<file path="src/hw/rtl/ucp_pkg.sv">
// ----------------------------------------------------------------------------
// ucp_pkg
// Shared types, codes and constants of the unified camera projection block.
// ----------------------------------------------------------------------------
package ucp_pkg;

  localparam int unsigned BORDER_MARGIN = 10;
  localparam int unsigned SQRT_STAGES   = 32;
  // one overflow stage plus one stage per quotient bit
  localparam int unsigned QUOT_BITS     = 26;
  localparam int unsigned DIV_STAGES    = QUOT_BITS + 1;
  localparam int unsigned LATENCY       = 3 + SQRT_STAGES + 3 + DIV_STAGES + 2;

  typedef enum logic [1:0] {
    ST_OK     = 2'd0,
    ST_DEPTH  = 2'd1,
    ST_MARGIN = 2'd2
  } status_e;

  typedef enum logic [2:0] {
    CFG_FOCAL_X      = 3'd0,
    CFG_FOCAL_Y      = 3'd1,
    CFG_CENTER_X     = 3'd2,
    CFG_CENTER_Y     = 3'd3,
    CFG_MIRROR_XI    = 3'd4,
    CFG_IMAGE_WIDTH  = 3'd5,
    CFG_IMAGE_HEIGHT = 3'd6
  } cfg_idx_e;

  typedef struct packed {
    logic signed [31:0] point_x;
    logic signed [31:0] point_y;
    logic signed [31:0] point_z;
    logic [2:0]         pyramid_level;
  } in_item_t;

  typedef struct packed {
    status_e     status;
    logic [23:0] pixel_u;
    logic [23:0] pixel_v;
  } out_item_t;

endpackage

</file>
<file path="src/hw/rtl/ucp_isqrt.sv">
// ----------------------------------------------------------------------------
// ucp_isqrt
// Pipelined integer square root of a 64-bit value, one result bit per stage.
// ----------------------------------------------------------------------------
module ucp_isqrt (
  input  logic        clk_i,
  input  logic        en_i,
  input  logic [63:0] sum_i,
  output logic [31:0] root_o
);

  logic [63:0] n_q    [ucp_pkg::SQRT_STAGES];
  logic [31:0] root_q [ucp_pkg::SQRT_STAGES];
  logic [32:0] rem_q  [ucp_pkg::SQRT_STAGES];

  for (genvar k = 0; k < ucp_pkg::SQRT_STAGES; k++) begin : g_stage
    logic [63:0] n_p;
    logic [31:0] root_p;
    logic [32:0] rem_p;
    logic [34:0] rem_sh;
    logic [34:0] trial;
    logic        ge;

    if (k == 0) begin : g_first
      assign n_p    = sum_i;
      assign root_p = '0;
      assign rem_p  = '0;
    end else begin : g_next
      assign n_p    = n_q[k-1];
      assign root_p = root_q[k-1];
      assign rem_p  = rem_q[k-1];
    end

    assign rem_sh = {rem_p, n_p[63:62]};
    assign trial  = {1'b0, root_p, 2'b01};
    assign ge     = rem_sh >= trial;

    always_ff @(posedge clk_i) begin
      if (en_i) begin
        n_q[k]    <= {n_p[61:0], 2'b00};
        root_q[k] <= {root_p[30:0], ge};
        rem_q[k]  <= ge ? 33'(rem_sh - trial) : rem_sh[32:0];
      end
    end
  end

  assign root_o = root_q[ucp_pkg::SQRT_STAGES-1];

endmodule

</file>
<file path="config.mk">
export PLATFORM = sky130hd
export DESIGN_NAME = ucp_isqrt
export DESIGN_NICKNAME = d
export VERILOG_FILES = /design/src/hw/rtl/ucp_pkg.sv /design/src/hw/rtl/ucp_isqrt.sv
export SDC_FILE = /design/constraint.sdc
export NUM_CORES = 2
export LEC_CHECK = 0
export ABC_CLOCK_PERIOD_IN_PS = 10300
export BUFFER_PORTS_ARGS = -buffer_cell sky130_fd_sc_hd__buf_4
export CAP_MARGIN = 20
export CORE_MARGIN = 1
export CORE_UTILIZATION = 35
export CTS_CLUSTER_SIZE = 24
export DETAILED_ROUTE_END_ITERATION = 8
export SLEW_MARGIN = 10
export SYNTH_ARGS = -nofsm -noshare
export SYNTH_HDL_FRONTEND = slang
export SYNTH_MEMORY_MAX_BITS = 65536
export SYNTH_SLANG_ARGS = --single-unit
</file>
<file path="constraint.sdc">
create_clock -name clk_i -period 10.3 [get_ports clk_i]
set_input_delay 0.515 -clock clk_i [delete_from_list [all_inputs] [get_ports clk_i]]
set_output_delay 0.515 -clock clk_i [all_outputs]
set_load 0.1 [all_outputs]
</file>
==> impl.org <==
** STA
- Setup repair after global routing left no endpoint under its margin.
- The worst pin sits at a relative slew slack of 0.197.
- The number of slew-limit violations in the final report came to 0.
- For the final routed database, the setup TNS stands at 0 ps.
- Time the worst path needs with I/O delays and setup :: 4260 ps
- Total count of hold-check failures in the final report :: 0
- For the pin with the worst max-slew slack, the measured transition is 1190 ps.
- Worst clock skew on the final layout :: 61.8 ps
- Number of setup violations in the final report :: 0
- In the finished design, the share of the clock period the worst path needs comes to 0.414.
- Achievable clock frequency :: 235 MHz

** Floorplan
- In this run the core area contains 211 standard-cell rows.
- Initial cell density of the core :: 0.352
- In this run the standard cell core region covers 330000 µm².
- The die is 578 µm tall.
- The die covers 334000 µm².
- Chip width :: 578 µm
- Ports placed on the boundary :: 98

** CTS
- The later pin in the worst-skew pair is clocked with a latency of 910 ps.
- TritonCTS built the clock tree.
- Register clock-pin slew on the reported worst setup and hold paths :: 60 ps
- After clock tree synthesis, the setup repair step added 0 buffers.
- CTS placed an instance of sky130_fd_sc_hd__clkbuf_16 at the clock tree root.
- Number of gates resized after cts :: 0
- Total clock buffers created by CTS :: 287
- The clock net in this run drives a total of 2495 sinks.
- Clock Path Buffers :: 4
- The H-tree was split into 5 levels.

** GRT
- Across every metal layer, demand over resource in global routing totals 0.138.
- The total overflow left after global routing is 0.
- The first global-routing pass estimated 374000 µm of wire.
- Entering global routing, the biggest net connects 193 pins.
- Initial antenna violation count :: 0
- Number of global-route vias before repair :: 70.2k

** Final layout
- Storage element area :: 74900 µm²
- 0 antenna diodes ended up in the layout.
- Area growth from synthesis to final layout :: 13.6%
- Multi-input logic area :: 38000 µm²
- Number of nets in the layout :: 9941
- Fillcell total :: 30.3k
- Final cell area excluding filler cells :: 132000 µm²
- Fraction of final layout cells sized beyond drive strength 1 :: 0.0743

** Drt
- Number of vias after detailed routing :: 69.9k
- In the routed design, unresolved DRC markers number 0.
- In this run, the number of DRC markers left after iteration 0 of detailed routing was 4984.
- Number of search-and-repair iterations in the first detailed-routing pass :: 5
- Number of nets with antenna violations after routing :: 0
- Drt wl/cell :: 17.0 µm
- Using the TritonRoute via totals, the vias-per-cell ratio works out to 5.03.
- Final wirelength :: 237000 µm

** Synthesis
- Count of mapped cells out of synthesis :: 8973
- Most used flip-flop cell after synthesis :: sky130_fd_sc_hd__edfxtp_1
- Largest cells by area after synthesis :: sky130_fd_sc_hd__edfxtp_1 64%, sky130_fd_sc_hd__ha_1 6.0%, sky130_fd_sc_hd__xor2_1 3.0%, sky130_fd_sc_hd__xnor2_1 2.9%, sky130_fd_sc_hd__inv_1 2.3%
- In the synthesized netlist the async set-or-reset flop fraction comes to 0.
- Most used standard cell by instance count after synthesis :: sky130_fd_sc_hd__edfxtp_1
- Post-synthesis cell type count :: 96
- Number of enable flip-flop cells after synthesis :: 2495
- The largest total area in the synthesized netlist belongs to sky130_fd_sc_hd__edfxtp_1.
- After synthesis the netlist holds a flip-flop and latch count of 2495.
- Of the synthesized area, sequential elements account for 0.645.
- Cell area after synthesis :: 116000 µm²
- Avg Inst Size Synth :: 12.9 µm²
- Warnings from Yosys :: 0
- Leading post-synthesis cells by instance count :: 2495 x sky130_fd_sc_hd__edfxtp_1, 711 x sky130_fd_sc_hd__inv_1, 620 x sky130_fd_sc_hd__nand2_1
- Number of nets produced by synthesis :: 9600
- The share of synthesized area in the top cell type comes to 0.645.

** Min path
- Path class of the lowest-slack min-delay path :: in2reg
- Counting instances, the worst hold path has a depth of 1.
- Hold Path Sink :: n_q[0][16]$_DFFE_PP_
- In this run the most critical hold path is launched from en_i.

** Critical path
- Measured in cells, the most critical reg-to-reg path has a length of 14.
- For the worst setup path, the data required time is 10930 ps.
- Origin of the critical flop-to-flop path :: rem_q[27][5]$_DFFE_PP_
- CP startpoint kind :: register
- CP Data Arrival Time :: 4900 ps
- Crit path capture type :: register
- Worst Setup Path Type :: reg2reg
- Crit Path Max Fanout :: 33
- The setup check on the worst reg-to-reg path leaves a slack of 6040 ps.
- The endpoint identified for the worst register-to-register timing path is rem_q[28][16]$_DFFE_PP_.

** Pwr
- Total net switching power :: 8400 µW
- Of the total power, the clock network draws 0.332.
- Standby leakage power :: 0.0497 µW
- Internal power :: 21100 µW
- Part of the power in registers :: 0.464
- Of the total power, the share spent switching nets is 0.285.
- IR analysis of the VDD net gives a maximum drop of 0.000152 V.
- Dividing total power by cell area gives a power density of 223 nW/µm².
- Share of power burned in combinational logic :: 0.204

** Placed design
- Buffers placed on the I/O ports in this run total 97.
- Final HPWL from detailed placement :: 165000 µm
- Summing all placed instances gives a cell area of 122000 µm².
- Final RePlAce weighted congestion :: 0.902

** Outcome
- Run status :: complete, no violations

** Job
- Max-cap viol count :: 0
==> final cells by class <==
| class | instances | area share |
|---|---|---|
| clock buffer | 350 | 0.0570 |
| clock inverter | 153 | 0.0109 |
| inverter | 717 | 0.0204 |
| multi-input combinational | 5595 | 0.288 |
| sequential | 2495 | 0.568 |
| tap | 4366 | 0.0414 |
| timing repair buffer | 218 | 0.0147 |
==> worst max path at each step <==
stage                       startpoint                 endpoint
2_1_floorplan   rem_q[3][16]$_DFFE_PP_    rem_q[4][3]$_DFFE_PP_
3_3_place_gp    rem_q[27][5]$_DFFE_PP_  rem_q[28][16]$_DFFE_PP_
3_5_place_dp   root_q[27][5]$_DFFE_PP_  rem_q[28][16]$_DFFE_PP_
4_1_cts        root_q[27][5]$_DFFE_PP_  rem_q[28][16]$_DFFE_PP_
5_1_grt        root_q[29][3]$_DFFE_PP_  rem_q[30][26]$_DFFE_PP_
6_report        rem_q[27][5]$_DFFE_PP_  rem_q[28][16]$_DFFE_PP_
==> metal layers <==
metal | GRT usage | up-vias | wire, µm
met4 | 0.0687 | 0 | 12100
met5 | 0 | - | 0
li1 | - | 34000 | -
met2 | 0.231 | 1813 | 111000
met1 | 0.171 | 33400 | 102000
met3 | 0.0237 | 616 | 11400
==> sequential cells by signal, summed over array words and instances (netlist names) <==
| name | cells |
|---|---|
| n_q | 992 |
| rem_q | 975 |
| root_q | 528 |
==> logic make-up (layout without fill, tap and decap cells) <==
group	count (synthesis)	after routing	synth area share
buffers and inverters	883	1438	0.0288
AND/OR/NAND/NOR	2310	2310	0.0986
XOR/XNOR	779	779	0.0588
adder cells (fa/ha/maj)	561	561	0.0604
flip-flops	2495	2495	0.645
other	1	1	0.0000323
AO/OA/AOI/OAI	1860	1860	0.101
multiplexers	84	84	0.00797
==> metrics by stage <==
| step | hold WS (ps) | std cells | worst slack [ps] | utilization | total power, µW |
|---|---|---|---|---|---|
| 6_report | 134 | 13900 | 6040 | 0.400 | 29500 |
| 5_1_grt | 131 | 13900 | 5740 | 0.400 | 31000 |
| 4_1_cts | 98.4 | 13900 | 5980 | 0.400 | 29800 |
| 3_5_place_dp | 405 | 13300 | 5980 | 0.371 | 19800 |
| 3_3_place_gp | 400 | 13300 | 5880 | 0.371 | 19700 |
| 2_1_floorplan | 400 | 8973 | 7000 | - | 17900 |
==> placed cells by master, fill, tap and decap left out, types with 42 or more instances in the layout <==
cell	instances
sky130_fd_sc_hd__or3_1	94
sky130_fd_sc_hd__xnor2_1	386
sky130_fd_sc_hd__inv_1	711
sky130_fd_sc_hd__edfxtp_1	2495
sky130_fd_sc_hd__ha_1	561
sky130_fd_sc_hd__a21oi_1	508
sky130_fd_sc_hd__nand3_1	123
sky130_fd_sc_hd__nor4_1	101
sky130_fd_sc_hd__and3_1	42
sky130_fd_sc_hd__nor3_1	235
sky130_fd_sc_hd__clkinv_2	42
sky130_fd_sc_hd__o21ai_0	501
sky130_fd_sc_hd__nand2b_1	101
sky130_fd_sc_hd__a31oi_1	54
sky130_fd_sc_hd__dlygate4sd3_1	65
sky130_fd_sc_hd__mux2_2	64
sky130_fd_sc_hd__a211oi_1	48
sky130_fd_sc_hd__or4_1	63
sky130_fd_sc_hd__o21bai_1	44
sky130_fd_sc_hd__o31ai_1	64
sky130_fd_sc_hd__nor2_1	549
sky130_fd_sc_hd__xor2_1	392
sky130_fd_sc_hd__buf_4	140
sky130_fd_sc_hd__clkbuf_16	292
sky130_fd_sc_hd__a21o_1	235
sky130_fd_sc_hd__nand2_1	620
sky130_fd_sc_hd__o21a_1	109
sky130_fd_sc_hd__nor2b_1	82
sky130_fd_sc_hd__clkinv_1	53
sky130_fd_sc_hd__clkbuf_1	58
sky130_fd_sc_hd__nand4_1	91
==> what timing repair did <==
item,CTS,global route
endpoints found under the hold margin,65,0
hold buffers,65,0
endpoints found under the setup margin,0,0
==> power by group through the flow <==
stage | registers, µW | logic (µW) | clock network (µW)
2_1_floorplan | 13500 | 4350 | 0
3_3_place_gp | 13900 | 5840 | 0
3_5_place_dp | 13900 | 5930 | 0
4_1_cts | 13700 | 5990 | 10200
5_1_grt | 13800 | 6650 | 10500
6_report | 13700 | 6000 | 9780
==> worst max-delay path: stages (launching register included) <==
cell and delay (ps):
sky130_fd_sc_hd__edfxtp_1 390, sky130_fd_sc_hd__ha_1 350, sky130_fd_sc_hd__and3_1 230, sky130_fd_sc_hd__and4_1 300, sky130_fd_sc_hd__a221oi_1 290, sky130_fd_sc_hd__buf_4 210, sky130_fd_sc_hd__nor3_1 70, sky130_fd_sc_hd__o21ai_0 510
sky130_fd_sc_hd__o211ai_1 230, sky130_fd_sc_hd__nor2_2 140, sky130_fd_sc_hd__buf_4 280, sky130_fd_sc_hd__clkinv_1 300, sky130_fd_sc_hd__buf_4 340, sky130_fd_sc_hd__o21a_1 150, sky130_fd_sc_hd__a22o_1 180
No activity file was read; power rests on OpenSTA's default activity.
